**src/sv/sfr_pkg.sv**
```systemverilog
// Shared constants, types and codes of the stream find-and-replace unit.
`default_nettype none

package sfr_pkg;

   localparam int BYTE_W              = 8;
   localparam int KEY_SLOTS           = 8;
   localparam int WORD_W              = BYTE_W * KEY_SLOTS;
   localparam int LEN_W               = 4;
   localparam int MAX_PATTERN_DEFAULT = 8;
   localparam int QUEUE_DEPTH         = 2;
   localparam int MAX_RESULTS         = 8;
   localparam int RES_CNT_W           = 4;
   localparam int CSR_INDEX_W         = 8;
   localparam int CSR_DATA_W          = 64;

   localparam logic [CSR_INDEX_W-1:0] CSR_KEY_BYTES          = 8'd0;
   localparam logic [CSR_INDEX_W-1:0] CSR_KEY_LENGTH         = 8'd1;
   localparam logic [CSR_INDEX_W-1:0] CSR_REPLACEMENT_BYTES  = 8'd2;
   localparam logic [CSR_INDEX_W-1:0] CSR_REPLACEMENT_LENGTH = 8'd3;

   typedef struct packed {
      logic [BYTE_W-1:0] text_byte;
      logic              end_of_text;
   } req_item_type;

   typedef struct packed {
      logic [BYTE_W-1:0] out_byte;
      logic              has_byte;
      logic              last;
   } rsp_item_type;

   typedef struct packed {
      logic [WORD_W-1:0] key_bytes;
      logic [LEN_W-1:0]  key_length;
      logic [WORD_W-1:0] replacement_bytes;
      logic [LEN_W-1:0]  replacement_length;
   } cfg_type;

   typedef enum logic [2:0] {
      ENG_IDLE,
      ENG_SCAN,
      ENG_REPL,
      ENG_FLUSH,
      ENG_FINISH
   } eng_state_type;

endpackage

`default_nettype wire

```
**src/sv/sfr_queue.sv**
```systemverilog
// Small first-in first-out queue of register entries with full and empty flags.
`default_nettype none

module sfr_queue #(
   parameter int WIDTH = 8,
   parameter int DEPTH = 2
) (
   input  wire logic             clock,
   input  wire logic             reset,
   input  wire logic             push,
   input  wire logic [WIDTH-1:0] wr_data,
   output logic                  full,
   input  wire logic             pop,
   output logic      [WIDTH-1:0] rd_data,
   output logic                  empty
);

   localparam int PTR_W = (DEPTH > 1) ? $clog2(DEPTH) : 1;
   localparam int CNT_W = $clog2(DEPTH + 1);

   logic [WIDTH-1:0] mem_ff [DEPTH];
   logic [PTR_W-1:0] wr_ptr_ff, wr_ptr_in;
   logic [PTR_W-1:0] rd_ptr_ff, rd_ptr_in;
   logic [CNT_W-1:0] count_ff, count_in;
   logic             do_push;
   logic             do_pop;

   assign full    = (count_ff == CNT_W'(DEPTH));
   assign empty   = (count_ff == '0);
   assign rd_data = mem_ff[rd_ptr_ff];
   assign do_push = push && !full;
   assign do_pop  = pop && !empty;

   always_comb begin
      wr_ptr_in = wr_ptr_ff;
      rd_ptr_in = rd_ptr_ff;
      count_in  = count_ff;
      if (do_push) begin
         wr_ptr_in = (wr_ptr_ff == PTR_W'(DEPTH - 1)) ? '0 : wr_ptr_ff + PTR_W'(1);
      end
      if (do_pop) begin
         rd_ptr_in = (rd_ptr_ff == PTR_W'(DEPTH - 1)) ? '0 : rd_ptr_ff + PTR_W'(1);
      end
      if (do_push && !do_pop) begin
         count_in = count_ff + CNT_W'(1);
      end else if (do_pop && !do_push) begin
         count_in = count_ff - CNT_W'(1);
      end
   end

   always_ff @(posedge clock) begin
      if (reset) begin
         wr_ptr_ff <= '0;
         rd_ptr_ff <= '0;
         count_ff  <= '0;
      end else begin
         wr_ptr_ff <= wr_ptr_in;
         rd_ptr_ff <= rd_ptr_in;
         count_ff  <= count_in;
      end
   end

   always_ff @(posedge clock) begin
      if (do_push) begin
         mem_ff[wr_ptr_ff] <= wr_data;
      end
   end

endmodule

`default_nettype wire

```
**src/sv/sfr_engine.sv**
```systemverilog
// Back end: holds candidate bytes, matches them against the key and emits results.
`default_nettype none

module sfr_engine #(
   parameter int MAX_PATTERN = sfr_pkg::MAX_PATTERN_DEFAULT
) (
   input  wire logic                  clock,
   input  wire logic                  reset,
   input  wire sfr_pkg::cfg_type      cfg,
   input  wire logic                  clear,
   input  wire sfr_pkg::req_item_type in_item,
   input  wire logic                  in_empty,
   output logic                       in_pop,
   output sfr_pkg::rsp_item_type      out_item,
   input  wire logic                  out_full,
   output logic                       out_push
);

   import sfr_pkg::*;

   localparam int LEN_LIMIT = (MAX_PATTERN < KEY_SLOTS) ? MAX_PATTERN : KEY_SLOTS;
   localparam int CNT_W     = $clog2(LEN_LIMIT + 1);
   localparam int IDX_W     = (LEN_LIMIT > 1) ? $clog2(LEN_LIMIT) : 1;

   eng_state_type        state_ff, state_in;
   logic [BYTE_W-1:0]    win_ff [LEN_LIMIT];
   logic [BYTE_W-1:0]    win_in [LEN_LIMIT];
   logic [CNT_W-1:0]     cnt_ff, cnt_in;
   logic [RES_CNT_W-1:0] n_ff, n_in;
   logic [IDX_W-1:0]     r_ff, r_in;
   logic                 eot_ff, eot_in;
   rsp_item_type         pend_ff, pend_in;
   logic                 pend_v_ff, pend_v_in;

   logic [BYTE_W-1:0]    key_arr [LEN_LIMIT];
   logic [BYTE_W-1:0]    rep_arr [LEN_LIMIT];
   logic [CNT_W-1:0]     klen;
   logic [CNT_W-1:0]     rlen;
   logic [CNT_W-1:0]     cmp_len;
   logic                 match;
   logic                 emit;
   logic [BYTE_W-1:0]    emit_byte;
   logic                 room;
   logic                 stall;

   // Lengths outside the supported range are clamped; a zero key length acts as one.
   always_comb begin
      if (cfg.key_length == '0) begin
         klen = CNT_W'(1);
      end else if (cfg.key_length > LEN_W'(LEN_LIMIT)) begin
         klen = CNT_W'(LEN_LIMIT);
      end else begin
         klen = cfg.key_length[CNT_W-1:0];
      end
      if (cfg.replacement_length > LEN_W'(LEN_LIMIT)) begin
         rlen = CNT_W'(LEN_LIMIT);
      end else begin
         rlen = cfg.replacement_length[CNT_W-1:0];
      end
   end

   always_comb begin
      for (int i = 0; i < LEN_LIMIT; i++) begin
         key_arr[i] = cfg.key_bytes[BYTE_W*i +: BYTE_W];
         rep_arr[i] = cfg.replacement_bytes[BYTE_W*i +: BYTE_W];
      end
   end

   // The held bytes match when every compared position agrees with the key.
   always_comb begin
      cmp_len = (cnt_ff < klen) ? cnt_ff : klen;
      match   = 1'b1;
      for (int i = 0; i < LEN_LIMIT; i++) begin
         if ((CNT_W'(i) < cmp_len) && (win_ff[i] != key_arr[i])) begin
            match = 1'b0;
         end
      end
   end

   always_comb begin
      state_in  = state_ff;
      win_in    = win_ff;
      cnt_in    = cnt_ff;
      n_in      = n_ff;
      r_in      = r_ff;
      eot_in    = eot_ff;
      pend_in   = pend_ff;
      pend_v_in = pend_v_ff;
      in_pop    = 1'b0;
      out_push  = 1'b0;
      out_item  = pend_ff;
      emit      = 1'b0;
      emit_byte = win_ff[0];

      case (state_ff)
         ENG_IDLE: begin
            if (!in_empty) begin
               in_pop                     = 1'b1;
               win_in[cnt_ff[IDX_W-1:0]] = in_item.text_byte;
               cnt_in                     = cnt_ff + CNT_W'(1);
               n_in                       = '0;
               eot_in                     = in_item.end_of_text;
               state_in                   = ENG_SCAN;
            end
         end
         ENG_SCAN: begin
            if (cnt_ff == '0) begin
               state_in = ENG_FINISH;
            end else if (match) begin
               if (cnt_ff < klen) begin
                  state_in = eot_ff ? ENG_FLUSH : ENG_FINISH;
               end else if (rlen == '0) begin
                  // A full match always spans every held byte.
                  cnt_in = '0;
               end else begin
                  r_in     = '0;
                  state_in = ENG_REPL;
               end
            end else begin
               emit = 1'b1;
               for (int i = 0; i < LEN_LIMIT - 1; i++) begin
                  win_in[i] = win_ff[i + 1];
               end
               cnt_in = cnt_ff - CNT_W'(1);
            end
         end
         ENG_REPL: begin
            emit      = 1'b1;
            emit_byte = rep_arr[r_ff];
            if ((CNT_W'(r_ff) + CNT_W'(1)) == rlen) begin
               cnt_in   = '0;
               state_in = ENG_SCAN;
            end else begin
               r_in = r_ff + IDX_W'(1);
            end
         end
         ENG_FLUSH: begin
            emit = 1'b1;
            for (int i = 0; i < LEN_LIMIT - 1; i++) begin
               win_in[i] = win_ff[i + 1];
            end
            cnt_in = cnt_ff - CNT_W'(1);
            if (cnt_ff == CNT_W'(1)) begin
               state_in = ENG_FINISH;
            end
         end
         ENG_FINISH: begin
            if (pend_v_ff) begin
               out_item      = pend_ff;
               out_item.last = eot_ff;
               if (!out_full) begin
                  out_push  = 1'b1;
                  pend_v_in = 1'b0;
                  state_in  = ENG_IDLE;
               end
            end else if (eot_ff) begin
               out_item.out_byte = '0;
               out_item.has_byte = 1'b0;
               out_item.last     = 1'b1;
               if (!out_full) begin
                  out_push = 1'b1;
                  state_in = ENG_IDLE;
               end
            end else begin
               state_in = ENG_IDLE;
            end
         end
         default: begin
            state_in = ENG_IDLE;
         end
      endcase

      // One result is kept back so the final one of a text can still be marked.
      room  = (n_ff < RES_CNT_W'(MAX_RESULTS));
      stall = emit && room && pend_v_ff && out_full;
      if (stall) begin
         state_in = state_ff;
         win_in   = win_ff;
         cnt_in   = cnt_ff;
         r_in     = r_ff;
      end else if (emit && room) begin
         if (pend_v_ff) begin
            out_push = 1'b1;
            out_item = pend_ff;
         end
         pend_in.out_byte = emit_byte;
         pend_in.has_byte = 1'b1;
         pend_in.last     = 1'b0;
         pend_v_in        = 1'b1;
         n_in             = n_ff + RES_CNT_W'(1);
      end
   end

   always_ff @(posedge clock) begin
      if (reset) begin
         state_ff  <= ENG_IDLE;
         cnt_ff    <= '0;
         pend_v_ff <= 1'b0;
      end else begin
         state_ff  <= state_in;
         cnt_ff    <= clear ? '0 : cnt_in;
         pend_v_ff <= pend_v_in;
      end
   end

   always_ff @(posedge clock) begin
      win_ff  <= win_in;
      n_ff    <= n_in;
      r_ff    <= r_in;
      eot_ff  <= eot_in;
      pend_ff <= pend_in;
   end

endmodule

`default_nettype wire

```
**src/sv/stream_find_and_replace_unit.sv**
```systemverilog
// Top level of the stream find-and-replace unit: registers, queues and match engine.
//
//   channel | ports                                   | handshake
//   --------+-----------------------------------------+-------------------------------
//   req     | req_text_byte, req_end_of_text          | taken when push and not full
//   rsp     | rsp_out_byte, rsp_has_byte, rsp_last    | taken when pop and not empty
//   csr     | csr_index, csr_data                     | written when valid and ready
//
// An item is taken in the idle state, moves through scan, replace and flush as it releases bytes
// (bytes passed on after a mismatch, replacement bytes, bytes flushed at end of text) and ends in
// finish; the engine handles one released byte per cycle while the result queue has room.
// A two-entry queue on each side lets input and output stall independently of the engine.
// Reset is synchronous and empties both queues and the held window; csr_ready is always high.
// Writing the key or its length discards any held bytes.
`default_nettype none

module stream_find_and_replace_unit #(
   parameter int MAX_PATTERN = sfr_pkg::MAX_PATTERN_DEFAULT
) (
   input  wire logic                             clock,
   input  wire logic                             reset,
   input  wire logic                             req_push,
   output logic                                  req_full,
   input  wire logic [sfr_pkg::BYTE_W-1:0]       req_text_byte,
   input  wire logic                             req_end_of_text,
   output logic                                  rsp_empty,
   input  wire logic                             rsp_pop,
   output logic      [sfr_pkg::BYTE_W-1:0]       rsp_out_byte,
   output logic                                  rsp_has_byte,
   output logic                                  rsp_last,
   input  wire logic                             csr_valid,
   output logic                                  csr_ready,
   input  wire logic [sfr_pkg::CSR_INDEX_W-1:0]  csr_index,
   input  wire logic [sfr_pkg::CSR_DATA_W-1:0]   csr_data
);

   import sfr_pkg::*;

   cfg_type      cfg_ff, cfg_in;
   logic         key_write;
   logic         csr_write;
   req_item_type req_item;
   req_item_type eng_in_item;
   logic         eng_in_empty;
   logic         eng_in_pop;
   rsp_item_type eng_out_item;
   logic         eng_out_full;
   logic         eng_out_push;
   rsp_item_type rsp_item;

   assign csr_ready = 1'b1;
   assign csr_write = csr_valid && csr_ready;

   always_comb begin
      cfg_in    = cfg_ff;
      key_write = 1'b0;
      if (csr_write) begin
         case (csr_index)
            CSR_KEY_BYTES: begin
               cfg_in.key_bytes = csr_data[WORD_W-1:0];
               key_write        = 1'b1;
            end
            CSR_KEY_LENGTH: begin
               cfg_in.key_length = csr_data[LEN_W-1:0];
               key_write         = 1'b1;
            end
            CSR_REPLACEMENT_BYTES: begin
               cfg_in.replacement_bytes = csr_data[WORD_W-1:0];
            end
            CSR_REPLACEMENT_LENGTH: begin
               cfg_in.replacement_length = csr_data[LEN_W-1:0];
            end
            default: begin
               cfg_in = cfg_ff;
            end
         endcase
      end
   end

   always_ff @(posedge clock) begin
      if (reset) begin
         cfg_ff.key_bytes          <= '0;
         cfg_ff.key_length         <= LEN_W'(1);
         cfg_ff.replacement_bytes  <= '0;
         cfg_ff.replacement_length <= '0;
      end else begin
         cfg_ff <= cfg_in;
      end
   end

   assign req_item.text_byte   = req_text_byte;
   assign req_item.end_of_text = req_end_of_text;

   sfr_queue #(
      .WIDTH ($bits(req_item_type)),
      .DEPTH (QUEUE_DEPTH)
   ) u_req_queue (
      .clock   (clock),
      .reset   (reset),
      .push    (req_push),
      .wr_data (req_item),
      .full    (req_full),
      .pop     (eng_in_pop),
      .rd_data (eng_in_item),
      .empty   (eng_in_empty)
   );

   sfr_engine #(
      .MAX_PATTERN (MAX_PATTERN)
   ) u_engine (
      .clock    (clock),
      .reset    (reset),
      .cfg      (cfg_ff),
      .clear    (key_write),
      .in_item  (eng_in_item),
      .in_empty (eng_in_empty),
      .in_pop   (eng_in_pop),
      .out_item (eng_out_item),
      .out_full (eng_out_full),
      .out_push (eng_out_push)
   );

   sfr_queue #(
      .WIDTH ($bits(rsp_item_type)),
      .DEPTH (QUEUE_DEPTH)
   ) u_rsp_queue (
      .clock   (clock),
      .reset   (reset),
      .push    (eng_out_push),
      .wr_data (eng_out_item),
      .full    (eng_out_full),
      .pop     (rsp_pop),
      .rd_data (rsp_item),
      .empty   (rsp_empty)
   );

   assign rsp_out_byte = rsp_item.out_byte;
   assign rsp_has_byte = rsp_item.has_byte;
   assign rsp_last     = rsp_item.last;

endmodule

`default_nettype wire

```
**config.mk**
```make
export PLATFORM = sky130hd
export DESIGN_NAME = stream_find_and_replace_unit
export DESIGN_NICKNAME = d
export VERILOG_FILES = /design/src/sv/sfr_pkg.sv /design/src/sv/sfr_queue.sv /design/src/sv/sfr_engine.sv /design/src/sv/stream_find_and_replace_unit.sv
export SDC_FILE = /design/constraint.sdc
export NUM_CORES = 1
export LEC_CHECK = 0
export ABC_AREA = 0
export BUFFER_PORTS_ARGS = -buffer_cell sky130_fd_sc_hd__buf_2
export CAP_MARGIN = 25
export CELL_PAD_IN_SITES_DETAIL_PLACEMENT = 1
export CELL_PAD_IN_SITES_GLOBAL_PLACEMENT = 1
export CORE_UTILIZATION = 42
export DETAILED_ROUTE_END_ITERATION = 6
export PLACE_DENSITY_LB_ADDON = 0.1
export SLEW_MARGIN = 20
export SYNTH_ARGS = -nofsm -noshare
export SYNTH_HDL_FRONTEND = slang
export SYNTH_SLANG_ARGS = --single-unit
```
**constraint.sdc**
```tcl
create_clock -name clock -period 3.4 [get_ports clock]
set_clock_uncertainty 0.1 [all_clocks]
set_input_delay 0.17 -clock clock [delete_from_list [all_inputs] [get_ports clock]]
set_output_delay 0.17 -clock clock [all_outputs]
set_load 0.02 [all_outputs]
```
==> results.json <==
{
  "tightest_slew_ps": 941.3,
  "cts_made_buffers": 30,
  "io-pin-count": 99,
  "crit_fanout": 8,
  "fin_ws_ps": 86.98,
  "min_path_type": "in2reg",
  "grt-ovfl-total": 0,
  "cts_tree": "yes",
  "async_flop_share": 0,
  "nets": 1487,
  "vias_per_cell": 5.364,
  "cp-start-kind": "flip-flop",
  "critPathKind": "reg2reg",
  "critical_path.endpoint_type": "flip-flop",
  "placed_area_sq_um": 13140,
  "grt.busiest_layer": "met2",
  "synthDistinctLibCells": 62,
  "grt_use_total": 0.2475,
  "leakage_nw": 5.360,
  "grt_max_degree": 133,
  "ys.flop_type": "dfxtp_1",
  "port_buffers": 97,
  "crit_required_ps": 3570,
  "ir_drop_uv": 512.8,
  "avgSynthCellArea_sq_um": 9.946,
  "min_period_over_period": 0.9744,
  "ys_warn_count": 0,
  "synth_top_area_cell": "edfxtp_1",
  "grt_pass1_wl_um": 55480,
  "timing.final.hold_violations": 0,
  "post-place-ws_ps": -83.63,
  "clock-root-buffer": "clkbuf_16",
  "status": "complete, no violations",
  "synth_fp_nets": 1312,
  "ant_nets": 0,
  "synthTopCellsByArea": "edfxtp_1 (28%), dfxtp_1 (26%), nand2_1 (8.9%)",
  "grtUsageMet3": 0.03451,
  "ys_ff_latch": 272,
  "drive_above_1_share": 0.1924,
  "core_sq_um": 28010,
  "yosysSeqAreaShare": 0.5450,
  "antenna_found_initial": 0,
  "wl_per_cell_um": 20.26,
  "via_count": 9612,
  "die-area_sq_um": 29450,
  "clk_latency_ps": 560,
  "antenna_cells": 0,
  "crit_path_top_delay_cell": "or3_4",
  "slowest_delay_ps": 450,
  "die_w_um": 171.6,
  "dr.pass1.iters": 4,
  "hold_slack_ps": 48.29,
  "slew_viol_final": 0,
  "dpl.hpwl_um": 24770,
  "syn_inst": 1215,
  "fp-row-count": 61,
  "grt_pass1_vias": 9901,
  "cp_cell_sequence": "nor2b_4 -> inv_2 -> ha_4 -> o21ai_2 -> o2111ai_4 -> a21bo_1 -> a211oi_2 -> or2_1 -> nand3b_4 -> o211ai_1 -> or3_4 -> buf_6 -> nor2_2 -> buf_4",
  "syn-cell-area_sq_um": 12080,
  "fin_crit_ps": 3313,
  "max_freq_mhz": 301.8,
  "cap_violations": 0,
  "use_met1": 0.3166,
  "path_clk_slew_ps": 60,
  "setup_viol": 0,
  "synth_edf_count": 114,
  "initial_utilization": 0.4314,
  "htreeDepth": 1,
  "synth.top_cell.area_share": 0.2833,
  "cts.path.max_buffers": 3,
  "power_mw": 11.62,
  "areaGrowthSynthToFinish_pct": 24.91,
  "drt_iter0_drc": 561,
  "place.gp.congestion": 0.8448,
  "relSlewSlack": 0.3712,
  "wl_um": 36310,
  "use_met2": 0.4316,
  "final_area_sq_um": 15090,
  "die_h_um": 171.6,
  "drc": 0,
  "power_density_nw_per_um2": 769.5,
  "arrival_ps": 3480,
  "cts_sinks": 272
}
==> cell usage after synthesis (2+ instances only) <==
| library cell | number |
|---|---|
| nand3_1 | 11 |
| nor3b_1 | 2 |
| and3_1 | 6 |
| o21ai_1 | 3 |
| nand2_1 | 288 |
| o21a_1 | 2 |
| mux2i_1 | 16 |
| a22oi_1 | 2 |
| a211oi_1 | 3 |
| buf_1 | 3 |
| o211ai_1 | 2 |
| nor2_1 | 65 |
| nand2b_1 | 5 |
| nor4_1 | 7 |
| ha_1 | 11 |
| edfxtp_1 | 114 |
| buf_2 | 11 |
| mux4_2 | 16 |
| nand4_1 | 17 |
| or2_2 | 2 |
| o22ai_2 | 2 |
| or3_1 | 6 |
| xnor2_1 | 59 |
| or2_1 | 2 |
| nor2b_1 | 23 |
| nand4b_1 | 2 |
| xor2_1 | 16 |
| o21ai_0 | 15 |
| and2_1 | 2 |
| clkbuf_1 | 65 |
| a22o_1 | 56 |
| dfxtp_1 | 158 |
| a32o_1 | 3 |
| nor3_1 | 9 |
| mux2_2 | 19 |
| buf_6 | 2 |
| inv_1 | 13 |
| a21oi_1 | 153 |
==> power breakdown <==
group	leakage (nW)	internal, mW	switching (mW)
registers	2.34	4.23	0.497
clock network	0.508	2.02	1.33
logic	2.51	1.61	1.93
==> critical path: cells and delay by family, from the launching register on <==
family	cells	cell delay, ps
DFF	1	330
adders and majority gates	1	260
and+or+nand+nor	5	990
AOI/OAI and AO/OA	5	970
buffers and inverters	3	370
==> sequential cells by signal, summed over array words and instances (netlist names), named ones only <==
register / count
u_engine.cnt_ff: 4
cfg_ff: 136
u_engine.win_ff: 64
u_req_queue.rd_ptr_ff: 1
u_req_queue.wr_ptr_ff: 1
u_engine.state_ff: 3
u_engine.eot_ff: 1
u_rsp_queue.wr_ptr_ff: 1
u_engine.pend_v_ff: 1
u_rsp_queue.mem_ff: 20
u_req_queue.mem_ff: 18
u_rsp_queue.rd_ptr_ff: 1
u_rsp_queue.count_ff: 2
u_engine.r_ff: 3
u_req_queue.count_ff: 2
u_engine.pend_ff: 8
u_engine.n_ff: 4
==> per-layer routing <==
| metal | vias up | part of all wire |
|---|---|---|
| met2 | 201 | 0.49 |
| met5 | - | 0 |
| met3 | 62 | 0.041 |
| met4 | 0 | 0.030 |
| met1 | 4757 | 0.44 |
| li1 | 4592 | - |
==> path summary, 6_finish.rpt <==
kind	startpoint	slack, ps	depth (start not counted)	end
max	cfg_ff[69]	90	14	u_engine.win_ff[37]
min	csr_index[1]	50	5	cfg_ff[70]
max reg2reg	cfg_ff[69]	90	14	u_engine.win_ff[37]
min reg2reg	cfg_ff[55]	350	2	cfg_ff[55]
==> cells in the final DEF, fill, tap and decap left out, types with 3 or more instances in the layout <==
cell and instances:
a21oi_1 152, a22o_1 56, a32o_1 3, and3_1 6, buf_12 3, buf_2 96, buf_4 43, buf_6 6
bufinv_16 3, clkbuf_1 5, clkbuf_16 31, clkbuf_8 6, clkinv_2 7, dfxtp_1 156, dlygate4sd3_1 77, edfxtp_1 114
ha_1 8, inv_1 11, mux2_2 19, mux2i_1 16, mux4_2 16, nand2_1 288, nand2b_1 3, nand3_1 11
nand4_1 17, nor2_1 56, nor2_2 7, nor2b_1 20, nor2b_4 3, nor3_1 9, nor4_1 6, o21ai_0 14
o21ai_1 4, or3_1 5, xnor2_1 59, xor2_1 16
==> kinds of logic after synthesis <==
family                     count (synthesis)  share of synthesized area
and+or+nand+nor                          453                     0.1618
DFF                                      272                     0.5450
AOI/OAI and AO/OA                        257                     0.1341
adders and majority gates                 11                    0.01139
other                                      1                  0.0003103
buffers and inverters                     95                    0.03220
muxes                                     51                    0.06078
xor gates and xnor gates                  75                    0.05436
==> metrics by stage <==
stage / cells / utilization / setup TNS (ps)
2_1_floorplan: 1215 / - / 0
3_3_place_gp: 1657 / 0.4689 / 0
3_5_place_dp: 1657 / 0.4689 / -4360
4_1_cts: 1791 / 0.5340 / 0
5_1_grt: 1792 / 0.5389 / -2476
6_report: 1792 / 0.5389 / 0
==> repair_timing <==
item | in CTS | in global routing
endpoints found under the hold margin | 168 | 0
setup buffers | 1 | 1
hold buffers | 77 | 0
pin swaps | 3 | 12
gates resized for setup | 6 | 28
setup endpoints to repair | 76 | 82
==> final cells by class <==
class                   count  area [sq um]
fillers                  3145         12920
clock inverters            14         148.9
clock buffers              42         877.1
inverters                  13         48.80
well taps                 378         473.0
multi-input cells         848          5256
repair buffers            225          1702
flip-flops and latches    272          6589
Power figures use the tool's default switching activity.
